### src/hw/rtl/planar_odometry_integrator_top_defines.svh
// Assertion macros for the planar odometry integrator.
// Included by planar_odometry_integrator_top.sv; depends on nothing else.
`ifndef PLANAR_ODOMETRY_INTEGRATOR_TOP_DEFINES_SVH
`define PLANAR_ODOMETRY_INTEGRATOR_TOP_DEFINES_SVH

// same-cycle implication, disabled while reset is low
`define POI_ASSERT_IMP(label, clk, rst_n, ante, cons) \
    label: assert property (@(posedge clk) disable iff (!(rst_n)) (ante) |-> (cons)) \
        else $error("odometry integrator: same-cycle check failed");

// next-cycle implication, disabled while reset is low
`define POI_ASSERT_NXT(label, clk, rst_n, ante, cons) \
    label: assert property (@(posedge clk) disable iff (!(rst_n)) (ante) |=> (cons)) \
        else $error("odometry integrator: next-cycle check failed");

`endif

### src/hw/rtl/poi_pkg.sv
// Types and fixed-point constants of the planar odometry integrator.
// No dependencies; used by planar_odometry_integrator_top.
package poi_pkg;

    typedef enum logic [2:0] {
        ST_IDLE,
        ST_TRIG,
        ST_QUAD,
        ST_MULA,
        ST_MID,
        ST_MULB,
        ST_POST
    } t_state;

    // quadrant codes from the top two bits of the 32-bit angle
    localparam logic [1:0] QUAD_0 = 2'd0;
    localparam logic [1:0] QUAD_1 = 2'd1;
    localparam logic [1:0] QUAD_2 = 2'd2;
    localparam logic [1:0] QUAD_3 = 2'd3;

    localparam int IN_W     = 24;   // velocity and time fields
    localparam int CORDIC_W = 32;   // Q2.30 vector, residual angle in 32-bit angle units
    localparam int XY_ACC_W = 58;   // v*cos and p*dt products
    localparam int P_SHIFT  = 30;
    localparam int P_W      = XY_ACC_W - P_SHIFT;
    localparam int DX_SHIFT = 20;
    localparam int DX_W     = 32;
    localparam int TURN_W   = 68;   // w*K*dt kept modulo 2^68

    localparam logic signed [CORDIC_W-1:0] CORDIC_INIT  = 32'sd652032874;
    localparam logic [29:0]                RAD_TO_ANGLE = 30'd683565276;

    // atan(2^-i) in 32-bit angle units
    localparam logic [31:0] ATAN_TAB [0:31] = '{
        32'd536870912, 32'd316933406, 32'd167458907, 32'd85004756,
        32'd42667331,  32'd21354465,  32'd10680862,  32'd5340245,
        32'd2670163,   32'd1335087,   32'd667544,    32'd333772,
        32'd166886,    32'd83443,     32'd41722,     32'd20861,
        32'd10430,     32'd5215,      32'd2608,      32'd1304,
        32'd652,       32'd326,       32'd163,       32'd81,
        32'd41,        32'd20,        32'd10,        32'd5,
        32'd3,         32'd1,         32'd1,         32'd0
    };

endpackage

### src/hw/rtl/planar_odometry_integrator_top.sv
// Planar odometry integrator: CORDIC heading trig, bit-serial products, pose accumulators.
// Depends on poi_pkg and planar_odometry_integrator_top_defines.svh.
//
// Channel  Dir  Handshake                  Payload
// request  in   i_in_valid / o_in_stall    i_lin_vel, i_ang_vel, i_elapsed_time
// pose     out  o_out_valid / i_out_stall  o_pos_x, o_pos_y, o_heading
//
// A request runs from accept to the next accept as TRIG_STEPS (max 32) CORDIC
// steps, one per cycle, then two passes of the 24-bit bit-serial multiply
// lanes (one multiplier bit per cycle: v and w first, then dt), plus the
// accept, quadrant fold, lane reload and pose write states.
// Reset (synchronous, active low) zeroes the pose and returns to idle.
// The pose registers are the output register; a new request is taken while a
// result waits, and only the final pose write waits for the result to drain.
`include "planar_odometry_integrator_top_defines.svh"

module planar_odometry_integrator_top #(
    parameter int POS_BITS   = 40,
    parameter int ANGLE_BITS = 32,
    parameter int TRIG_STEPS = 24
) (
    input  logic                         i_clk,
    input  logic                         i_rst_n,
    input  logic                         i_in_valid,
    output logic                         o_in_stall,
    input  logic signed [23:0]           i_lin_vel,
    input  logic signed [23:0]           i_ang_vel,
    input  logic        [23:0]           i_elapsed_time,
    output logic                         o_out_valid,
    input  logic                         i_out_stall,
    output logic signed [POS_BITS-1:0]   o_pos_x,
    output logic signed [POS_BITS-1:0]   o_pos_y,
    output logic        [ANGLE_BITS-1:0] o_heading
);

    localparam int IN_W     = poi_pkg::IN_W;
    localparam int CW       = poi_pkg::CORDIC_W;
    localparam int XW       = poi_pkg::XY_ACC_W;
    localparam int TW       = poi_pkg::TURN_W;
    localparam int P_W      = poi_pkg::P_W;
    localparam int DX_W     = poi_pkg::DX_W;
    localparam int P_SHIFT  = poi_pkg::P_SHIFT;
    localparam int DX_SHIFT = poi_pkg::DX_SHIFT;
    localparam int CORDIC_N = (TRIG_STEPS < 32) ? TRIG_STEPS : 32;
    localparam int SUM_W    = ((POS_BITS > DX_W) ? POS_BITS : DX_W) + 1;

    localparam logic [4:0]    TRIG_LAST = 5'(CORDIC_N - 1);
    localparam logic [4:0]    IN_LAST   = 5'(IN_W - 1);
    localparam logic [XW-1:0] P_HALF    = XW'(1) << (P_SHIFT - 1);
    localparam logic [XW-1:0] DX_HALF   = XW'(1) << (DX_SHIFT - 1);
    localparam logic [TW-1:0] TURN_HALF = TW'(1) << (TW - ANGLE_BITS - 1);
    localparam logic signed [SUM_W-1:0] POS_HI = (SUM_W'(1) << (POS_BITS - 1)) - SUM_W'(1);
    localparam logic signed [SUM_W-1:0] POS_LO = -POS_HI - SUM_W'(1);

    poi_pkg::t_state r_state, n_state;
    logic [4:0]      r_cnt;
    logic            r_out_valid;

    logic signed [POS_BITS-1:0] r_x, r_y;
    logic [ANGLE_BITS-1:0]      r_heading;

    logic signed [CW-1:0] r_cx, r_cy, r_cz;
    logic [IN_W-1:0]      r_mul_v, r_mul_w, r_dt;
    logic [XW-1:0]        r_mc_x, r_mc_y, r_acc_x, r_acc_y;
    logic [TW-1:0]        r_mc_t, r_acc_t;

    logic c_idle, c_trig, c_quad, c_mul_a, c_mul_b, c_mid, c_post;
    logic accept, out_free, post_write, mul_sub, cnt_trig_last, cnt_mul_last;

    // ---------------- control ----------------
    assign cnt_trig_last = (r_cnt == TRIG_LAST);
    assign cnt_mul_last  = (r_cnt == IN_LAST);
    assign out_free      = !r_out_valid || !i_out_stall;
    assign accept        = c_idle && i_in_valid;
    assign post_write    = c_post && out_free;
    assign mul_sub       = c_mul_a && cnt_mul_last;   // sign bit of v and w weighs negative

    always_comb begin
        n_state = r_state;
        unique case (r_state)
            poi_pkg::ST_IDLE: if (i_in_valid)    n_state = poi_pkg::ST_TRIG;
            poi_pkg::ST_TRIG: if (cnt_trig_last) n_state = poi_pkg::ST_QUAD;
            poi_pkg::ST_QUAD:                    n_state = poi_pkg::ST_MULA;
            poi_pkg::ST_MULA: if (cnt_mul_last)  n_state = poi_pkg::ST_MID;
            poi_pkg::ST_MID:                     n_state = poi_pkg::ST_MULB;
            poi_pkg::ST_MULB: if (cnt_mul_last)  n_state = poi_pkg::ST_POST;
            poi_pkg::ST_POST: if (out_free)      n_state = poi_pkg::ST_IDLE;
            default:                             n_state = poi_pkg::ST_IDLE;
        endcase
    end

    always_comb begin
        c_idle  = 1'b0;
        c_trig  = 1'b0;
        c_quad  = 1'b0;
        c_mul_a = 1'b0;
        c_mid   = 1'b0;
        c_mul_b = 1'b0;
        c_post  = 1'b0;
        unique case (r_state)
            poi_pkg::ST_IDLE: c_idle  = 1'b1;
            poi_pkg::ST_TRIG: c_trig  = 1'b1;
            poi_pkg::ST_QUAD: c_quad  = 1'b1;
            poi_pkg::ST_MULA: c_mul_a = 1'b1;
            poi_pkg::ST_MID:  c_mid   = 1'b1;
            poi_pkg::ST_MULB: c_mul_b = 1'b1;
            poi_pkg::ST_POST: c_post  = 1'b1;
            default:          c_idle  = 1'b0;
        endcase
    end

    assign o_in_stall  = !c_idle;
    assign o_out_valid = r_out_valid;
    assign o_pos_x     = r_x;
    assign o_pos_y     = r_y;
    assign o_heading   = r_heading;

    // ---------------- CORDIC step ----------------
    logic [31:0]          ang32;
    logic signed [CW-1:0] cx_sh, cy_sh, n_cx, n_cy, n_cz, atan_i, cos_q, sin_q;

    assign ang32  = 32'(r_heading) << (32 - ANGLE_BITS);
    assign cx_sh  = r_cx >>> r_cnt;
    assign cy_sh  = r_cy >>> r_cnt;
    assign atan_i = signed'(poi_pkg::ATAN_TAB[r_cnt]);

    always_comb begin
        if (!r_cz[CW-1]) begin
            n_cx = r_cx - cy_sh;
            n_cy = r_cy + cx_sh;
            n_cz = r_cz - atan_i;
        end else begin
            n_cx = r_cx + cy_sh;
            n_cy = r_cy - cx_sh;
            n_cz = r_cz + atan_i;
        end
    end

    always_comb begin
        unique case (ang32[31:30])
            poi_pkg::QUAD_0: begin cos_q = r_cx;  sin_q = r_cy;  end
            poi_pkg::QUAD_1: begin cos_q = -r_cy; sin_q = r_cx;  end
            poi_pkg::QUAD_2: begin cos_q = -r_cx; sin_q = -r_cy; end
            poi_pkg::QUAD_3: begin cos_q = r_cy;  sin_q = -r_cx; end
            default:         begin cos_q = r_cx;  sin_q = r_cy;  end
        endcase
    end

    // ---------------- serial multiply lanes ----------------
    logic [XW-1:0] add_x, add_y, n_acc_x, n_acc_y;
    logic [TW-1:0] add_t, n_acc_t;
    logic          sub_v, sub_w;

    assign sub_v   = mul_sub & r_mul_v[0];
    assign sub_w   = mul_sub & r_mul_w[0];
    assign add_x   = r_mul_v[0] ? (r_mc_x ^ {XW{mul_sub}}) : '0;
    assign add_y   = r_mul_v[0] ? (r_mc_y ^ {XW{mul_sub}}) : '0;
    assign add_t   = r_mul_w[0] ? (r_mc_t ^ {TW{mul_sub}}) : '0;
    assign n_acc_x = r_acc_x + add_x + XW'(sub_v);
    assign n_acc_y = r_acc_y + add_y + XW'(sub_v);
    assign n_acc_t = r_acc_t + add_t + TW'(sub_w);

    // rounded quotients: add half, then floor
    logic [XW-1:0]          rnd_px, rnd_py, rnd_dx, rnd_dy;
    logic [TW-1:0]          rnd_t;
    logic signed [P_W-1:0]  p_x, p_y;
    logic signed [DX_W-1:0] dx, dy;
    logic [ANGLE_BITS-1:0]  dth;

    assign rnd_px = r_acc_x + P_HALF;
    assign rnd_py = r_acc_y + P_HALF;
    assign rnd_dx = r_acc_x + DX_HALF;
    assign rnd_dy = r_acc_y + DX_HALF;
    assign rnd_t  = r_acc_t + TURN_HALF;
    assign p_x    = rnd_px[XW-1:P_SHIFT];
    assign p_y    = rnd_py[XW-1:P_SHIFT];
    assign dx     = rnd_dx[DX_SHIFT+DX_W-1:DX_SHIFT];
    assign dy     = rnd_dy[DX_SHIFT+DX_W-1:DX_SHIFT];
    assign dth    = rnd_t[TW-1 -: ANGLE_BITS];

    // ---------------- saturating pose update ----------------
    logic signed [SUM_W-1:0]    sum_x, sum_y;
    logic signed [POS_BITS-1:0] n_x, n_y;

    assign sum_x = SUM_W'(r_x) + SUM_W'(dx);
    assign sum_y = SUM_W'(r_y) + SUM_W'(dy);

    always_comb begin
        priority if (sum_x > POS_HI) n_x = POS_HI[POS_BITS-1:0];
        else if (sum_x < POS_LO)     n_x = POS_LO[POS_BITS-1:0];
        else                         n_x = sum_x[POS_BITS-1:0];
        priority if (sum_y > POS_HI) n_y = POS_HI[POS_BITS-1:0];
        else if (sum_y < POS_LO)     n_y = POS_LO[POS_BITS-1:0];
        else                         n_y = sum_y[POS_BITS-1:0];
    end

    // ---------------- registers ----------------
    always_ff @(posedge i_clk) begin
        if (!i_rst_n) begin
            r_state     <= poi_pkg::ST_IDLE;
            r_cnt       <= '0;
            r_out_valid <= 1'b0;
            r_x         <= '0;
            r_y         <= '0;
            r_heading   <= '0;
        end else begin
            r_state <= n_state;
            if (accept || c_quad || c_mid) begin
                r_cnt <= '0;
            end else if (c_trig || c_mul_a || c_mul_b) begin
                r_cnt <= r_cnt + 5'd1;
            end
            if (post_write) begin
                r_out_valid <= 1'b1;
                r_x         <= n_x;
                r_y         <= n_y;
                r_heading   <= r_heading + dth;
            end else if (!i_out_stall) begin
                r_out_valid <= 1'b0;
            end
        end
    end

    always_ff @(posedge i_clk) begin
        if (accept) begin
            r_cx    <= poi_pkg::CORDIC_INIT;
            r_cy    <= '0;
            r_cz    <= {2'b00, ang32[29:0]};
            r_mul_v <= i_lin_vel;
            r_mul_w <= i_ang_vel;
            r_dt    <= i_elapsed_time;
        end
        if (c_trig) begin
            r_cx <= n_cx;
            r_cy <= n_cy;
            r_cz <= n_cz;
        end
        if (c_quad) begin
            r_mc_x  <= XW'(cos_q);
            r_mc_y  <= XW'(sin_q);
            r_mc_t  <= TW'(poi_pkg::RAD_TO_ANGLE);
            r_acc_x <= '0;
            r_acc_y <= '0;
            r_acc_t <= '0;
        end
        if (c_mid) begin
            r_mc_x  <= XW'(p_x);
            r_mc_y  <= XW'(p_y);
            r_mc_t  <= r_acc_t;
            r_acc_x <= '0;
            r_acc_y <= '0;
            r_acc_t <= '0;
            r_mul_v <= r_dt;
            r_mul_w <= r_dt;
        end
        if (c_mul_a || c_mul_b) begin
            r_acc_x <= n_acc_x;
            r_acc_y <= n_acc_y;
            r_acc_t <= n_acc_t;
            r_mc_x  <= r_mc_x << 1;
            r_mc_y  <= r_mc_y << 1;
            r_mc_t  <= r_mc_t << 1;
            r_mul_v <= r_mul_v >> 1;
            r_mul_w <= r_mul_w >> 1;
        end
    end

    // ---------------- checks ----------------
    `POI_ASSERT_NXT(a_accept_starts_trig, i_clk, i_rst_n, accept,
                    r_state == poi_pkg::ST_TRIG && r_cnt == '0)
    `POI_ASSERT_NXT(a_post_shows_pose, i_clk, i_rst_n, post_write,
                    r_out_valid && r_state == poi_pkg::ST_IDLE)
    `POI_ASSERT_IMP(a_dt_lanes_agree, i_clk, i_rst_n, r_state == poi_pkg::ST_MULB,
                    r_mul_v == r_mul_w)

endmodule
### config.mk
export PLATFORM = sky130hd
export DESIGN_NAME = planar_odometry_integrator_top
export DESIGN_NICKNAME = d
export VERILOG_FILES = /design/src/hw/rtl/poi_pkg.sv /design/src/hw/rtl/planar_odometry_integrator_top.sv
export VERILOG_INCLUDE_DIRS = /design/src /design/src/hw/rtl
export SDC_FILE = /design/constraint.sdc
export NUM_CORES = 2
export LEC_CHECK = 0
export BUFFER_PORTS_ARGS = -buffer_cell sky130_fd_sc_hd__buf_2
export CAP_MARGIN = 0
export CORE_ASPECT_RATIO = 0.75
export CORE_UTILIZATION = 50
export DETAILED_ROUTE_END_ITERATION = 8
export PLACE_DENSITY = 0.66
export SLEW_MARGIN = 0
export SYNTH_ARGS = -nofsm -noshare
export SYNTH_HDL_FRONTEND = slang
export SYNTH_SLANG_ARGS = --single-unit
### constraint.sdc
create_clock -name i_clk -period 31.9 [get_ports i_clk]
set_clock_uncertainty 0.2 [all_clocks]
set_input_delay 3.19 -clock i_clk [delete_from_list [all_inputs] [get_ports i_clk]]
set_output_delay 3.19 -clock i_clk [all_outputs]
set_load 0.01 [all_outputs]
Word level (Yosys, flattened, before mapping):

Memory sizes are Yosys's and may differ from the RTL's.
Cells that the tools add are included.

* word-level logic and storage cells: 155
* memories kept: 1
* bits in registers: 657
* input bits: 76
* output and inout bits: 114
* ROM bits: 1024

Memory list
* (name not given): depth 32, bits a word 32, read ports 1, clocked after Yosys merged registers in 0, write ports 0, RTL line planar_odometry_integrator_top.sv:125 `assign atan_i = signed'(poi_pkg::ATAN_TAB[r_cnt]);`

* reductions and logical operators: 21
* magnitude comparators: 5
* bitwise gates (word level): 7
* equal/unequal tests: 16
* muxes and demuxes: 57
* shift operators: 2
* $add $sub $neg: 23

Operator list (count)
* $mux W58: 12
* $mux W68: 7
* $mux W32: 11
* $pmux W32 S4: 2
* $mux W40: 4
* $add A32 B32 Y32: 4
* $add A58 B1 Y58: 2
* $add A58 B30 Y58 const B: 2
* $add A58 B58 Y58: 2
* $xor A58 B58 Y58: 2
* $add A52 B20 Y52 const B: 2
* $mux W24: 4
* $sub A32 B32 Y32: 3
* $add A40 B32 Y41: 2
* $gt A41 B40 Y1 const B: 2
* $lt A41 B40 Y1 const B: 2
* $add A68 B1 Y68: 1
* $add A68 B36 Y68 const B: 1
* $add A68 B68 Y68: 1
* $xor A68 B68 Y68: 1
* $neg A32 Y32: 2
* $sshr A32 B5 Y32: 2
* $mux W23: 2
* $pmux W3 S7: 1
* other kinds (24): 57

Depth between registers and ports, before layout:

* depth after elaboration: 8
* mapped depth: 30
* gate-level depth less buffers: 24

Worst setup path before layout:

OpenSTA, ideal clock, no wires.

* path kind: reg2reg
* start: reg r_state[1]
* end: reg r_mul_v[0], enable pin
* arrival time: 10175 ps
* stages on the path, launching flop included: 10
* buffers on the path: 4
* setup slack: 21121 ps
* setup time: 404 ps
* required time: 31296 ps
* path through: dfxtp_1 -> clkbuf_1 -> xnor2_1 -> inv_1 -> and2_1 -> clkbuf_1 -> nor2_1 -> clkbuf_1 -> buf_1 -> nand2_1

* longest elaborated chain between the ends: 4
* elaborated cells between the ends (all ways): 11

Ends and longest elaborated chain
* start: declaration: RTL line planar_odometry_integrator_top.sv:55 `poi_pkg::t_state r_state, n_state;`
* start signal: assignment: RTL line planar_odometry_integrator_top.sv:200 `r_state <= poi_pkg::ST_IDLE;`
* start signal: assignment: RTL line planar_odometry_integrator_top.sv:207 `r_state <= n_state;`
* $eq A3 B2 Y1 (tied with other cells): RTL line planar_odometry_integrator_top.sv:100 `unique case (r_state)`
* $mux W1: RTL line planar_odometry_integrator_top.sv:100
* $logic_or A1 B1 Y1 or $logic_and A1 B1 Y1 (tied branches): RTL line planar_odometry_integrator_top.sv:256, planar_odometry_integrator_top.sv:74
* $reduce_bool A3 Y1 (no line) *
* end signal: assignment: RTL line planar_odometry_integrator_top.sv:229 `r_mul_v <= i_lin_vel;`
* end signal: assignment: RTL line planar_odometry_integrator_top.sv:253 `r_mul_v <= r_dt;`
* end signal: assignment: RTL line planar_odometry_integrator_top.sv:263 `r_mul_v <= r_mul_v >> 1;`
* end: declaration: RTL line planar_odometry_integrator_top.sv:63 `logic [IN_W-1:0] r_mul_v, r_mul_w, r_dt;`

Every way passes the cells marked *; elsewhere a longest branch is shown, timed or not.
A chain may end at the register's enable or synchronous reset.

Final worst setup path:

* start: reg r_cnt[1]
* end: reg r_acc_x[54], data pin

* longest elaborated chain between the ends: 7
* elaborated cells between the ends (all ways): 8

Ends and longest elaborated chain
* start: declaration: RTL line planar_odometry_integrator_top.sv:56 `logic [4:0] r_cnt;`
* start signal: assignment: RTL line planar_odometry_integrator_top.sv:211 `r_cnt <= r_cnt + 5'd1;`
* $eq A5 B5 Y1 *: RTL line planar_odometry_integrator_top.sv:72 `assign cnt_mul_last = (r_cnt == IN_LAST);`
* $logic_and A1 B1 Y1 *: RTL line planar_odometry_integrator_top.sv:76 `assign mul_sub = c_mul_a && cnt_mul_last;`
* $xor A58 B58 Y58: RTL line planar_odometry_integrator_top.sv:156 `assign add_x = r_mul_v[0] ? (r_mc_x ^ {XW{mul_sub}}) : '0;`
* $mux W58: RTL line planar_odometry_integrator_top.sv:156
* $add A58 B58 Y58: RTL line planar_odometry_integrator_top.sv:159 `assign n_acc_x = r_acc_x + add_x + XW'(sub_v);`
* $add A58 B1 Y58 *: RTL line planar_odometry_integrator_top.sv:159
* $mux W58 *: RTL line planar_odometry_integrator_top.sv:256 `if (c_mul_a || c_mul_b) begin`
* end signal: assignment: RTL line planar_odometry_integrator_top.sv:257 `r_acc_x <= n_acc_x;`
* end: declaration: RTL line planar_odometry_integrator_top.sv:64 `logic [XW-1:0] r_mc_x, r_mc_y, r_acc_x, r_acc_y;`

Marked as above.

==> flow_summary_export.csv <==
group,metric,value,unit
clock_network,insertion_delay,710,ps
clock_network,clk_pin_slew,70,ps
final_layout,syn_to_final_growth,6.93,%
logic_synthesis,yosysTopAreaCellShare,0.260,
setup_path,max_stage_delay,1000,ps
setup_path,r2r-end,"r_acc_x[54]",
timing,layout_min_cycle_time,8230,ps
logic_synthesis,yosys_most_used_dff,"edfxtp_1",
hold_path,min_path_type,"reg -> reg",
clock_network,clockRootBuffer,"clkbuf_16",
timing,timing.setup.tns,0,ps
final_layout,final_common_cell,"a21oi_1",
clock_network,cts.sinks,657,
final_layout,nets,7372,
clock_network,cts_hold_buf,0,
logic_synthesis,synth-adder-area-share,0.0889,
setup_path,slowest_stage,"and4_4",
route,routed-via-count,53900,
run,cap_violations,0,
logic_synthesis,synth_compound_area_frac,0.226,
route,wl,188,mm
final_layout,multi_input_area,40500,sq um
setup_path,r2r-start,"r_cnt[1]",
clock_network,clk_path_buf_depth,3,
route,drc_errors,0,
logic_synthesis,yosys.area_share.xor_xnor,0.104,
setup_path,startpoint_type,"flop",
clock_network,tritoncts,"done",
logic_synthesis,muxShareOfSynthArea,0.0653,
placed_design,gp_congestion,0.944,
placed_design,io_buffers,189,
logic_synthesis,synth.top_cells.by_area,"edfxtp_1 26%, ha_1 8.4%, xor2_1 5.8%, a21oi_1 5.4%, xnor2_1 4.7%",
timing,worst_slew_margin_rel,0.252,
final_layout,stdcell_area,65600,sq um
setup_path,worst_r2r_path_depth,20,
setup_path,worstPathArrival,8450,ps
floorplanning,dieArea,124000,sq um
clock_network,htreeDepth,3,
timing,fin_crit_sh,0.258,
clock_network,post_cts_buffers,0,
floorplanning,fp.dieW,406,um
global_route,use_met3,0.0505,
global_route,grt_max_degree,133,
setup_path,reg2reg_slack,23670,ps
setup_path,path_cells,"ha_1 > nand2_1 > nor3_1 > and4_4 > buf_12 > xor2_1 > and2_1 > fa_1 > fa_1 > a21o_1 > a21oi_1 > o21ai_0 > and3_1 > a41oi_1 > o21ai_0 > a21oi_1 > o21ai_0 > a211oi_1 > mux2i_1 > o311ai_0",
timing,hold_viol,0,
logic_synthesis,synth-edff-count,531,
global_route,track_usage,0.295,
logic_synthesis,ys_warn_count,0,
global_route,met1_usage,0.453,
logic_synthesis,synth_seq_cells,657,
route,drt-wirelength-per-cell,21.9,um
logic_synthesis,syn_nets,7496,
global_route,grt-ovfl-total,0,
global_route,busiest_layer,"met1",
route,detail_route.vias_per_cell,6.30,
floorplanning,core,121000,sq um
clock_network,post_cts_resized,0,
route,ant_nets,0,
floorplanning,io_pins,190,
setup_path,required,32120,ps
global_route,first_global_vias,49200,
hold_path,holdPathStages,2,
timing,max_freq,0.121,GHz
final_layout,drive_gt1_frac,0.0928,
clock_network,numCtsBuffers,78,
timing,slew_violations,0,
final_layout,final_cell_mix,"656 x a21oi_1, 604 x nor2_1, 531 x edfxtp_1",
final_layout,ff_latch_area,18500,sq um
timing,setup_violations,0,
route,firstDrtPassIters,6,
floorplanning,die_h,305,um
logic_synthesis,synth.cell_area,61300,sq um
hold_path,min_to,"r_mul_v[23]",
global_route,antenna_found_initial,7,
logic_synthesis,yosysUniqueCellTypes,104,
status,outcome,"complete, no violations",
logic_synthesis,yosys.area.top_type,"edfxtp_1",
timing,grt_setup_unrepaired,"false",
timing,worst_slew_pin_slew,1120,ps
power,power_density,59.1,nW/um^2
timing,hold_slack,295,ps
final_layout,fill_cells,11200,
hold_path,holdCritStartpoint,"r_mul_v[23]",
route,drt_iter0_drc,5847,
logic_synthesis,async_flop_share,0,
logic_synthesis,syn_area_per_cell,8.77,sq um
power,total_power,3.88,mW
logic_synthesis,yosys.area_share.simple,0.174,
logic_synthesis,synth_top_family_by_area,"compound AO/OA/AOI/OAI gates",
logic_synthesis,synthCells,6998,
floorplanning,num_rows,110,
global_route,use_met2,0.417,
power,ir_drop,0.0445,mV
setup_path,critPathMaxFanout,101,
setup_path,worstSetupPathType,"reg -> reg",
setup_path,end_kind,"flop",
logic_synthesis,ys_seq_area_frac,0.301,
power,leakagePower,26.8,nW
floorplanning,start_util,0.508,
setup_path,cp_common_cell,"o21ai_0",
placed_design,hpwl,137,mm
global_route,grt_pass1_wl,290,mm
placed_design,postPlaceCellArea,63000,sq um
[report_power, final]
| group | switching [mW] | internal (mW) |
|---|---|---|
| combinational | 0.957 | 0.772 |
| clock | 0.402 | 0.528 |
| sequential | 0.191 | 1.03 |
[Yosys cell counts (all sizes together) (137+ instances only)]
cell type,count
a21oi,657
nor2,606
nand2,532
edfxtp,531
o21ai,450
ha,410
xor2,404
clkbuf,345
xnor2,326
a21o,319
and2,268
nand3,163
inv,142
nor3,137
[flip-flops by register name, summed over array words and instances (netlist names), 32 cells and up]
name,count
o_pos_x,40
r_mc_y,58
r_cz,32
r_mc_x,58
r_cx,32
r_mc_t,68
r_acc_y,58
r_cy,32
o_heading,32
r_acc_x,58
r_acc_t,68
o_pos_y,40
[layout make-up]
cell class,count,share of cell area
inverter,146,0.00847
sequential,657,0.282
timing repair buffer,253,0.0222
antenna,1,0.0000382
clock inverter,43,0.00643
tap,1624,0.0310
clock buffer,100,0.0327
multi-input combinational,5738,0.617
[stage by stage]
stage          std cells  setup WS, ps  utilization
4_1_cts             8561         23830        0.543
3_3_place_gp        8418         23960        0.522
3_5_place_dp        8418         23880        0.522
6_report            8562         23670        0.543
2_1_floorplan       6998         21120            -
5_1_grt             8562         23140        0.543
[cell families (layout without fill, tap and decap cells)]
family                   Yosys count  in the layout
flip-flops                       657            657
AO/OA/AOI/OAI                   2164           2164
adder cells (fa/ha/maj)          430            430
multiplexers                     242            242
AND/OR/NAND/NOR                 2172           2172
buffers and inverters            603            542
XOR/XNOR                         730            730
other                              0              1
[layer usage]
layer | wire [um] | vias up | part of all wire
met4 | 5300 | 4 | 0.028
met2 | 77500 | 2153 | 0.41
met3 | 16200 | 289 | 0.086
li1 | - | 25700 | -
met5 | 16 | - | 0.000085
met1 | 88900 | 25800 | 0.47
[worst max-delay path: cells and delay by family, from the launching register on]
| family | cells | cell delay (ps) |
|---|---|---|
| xor gates and xnor gates | 1 | 130 |
| adders and majority gates | 3 | 1260 |
| muxes | 1 | 210 |
| buffers and inverters | 1 | 590 |
| and+or+nand+nor | 5 | 1890 |
| DFF | 1 | 910 |
| AOI/OAI and AO/OA | 9 | 2560 |
[worst max-delay path by stage]
stage / from / end / cells past startpoint
2_1_floorplan: r_state[1] / r_mul_v[0] / 9
3_3_place_gp: r_cnt[1] / r_acc_y[46] / 20
4_1_cts: r_cnt[1] / r_acc_x[54] / 20
6_report: r_cnt[1] / r_acc_x[54] / 20
3_5_place_dp: r_cnt[1] / r_acc_x[54] / 20
5_1_grt: r_cnt[1] / r_acc_x[54] / 20
Power figures use the tool's default switching activity.
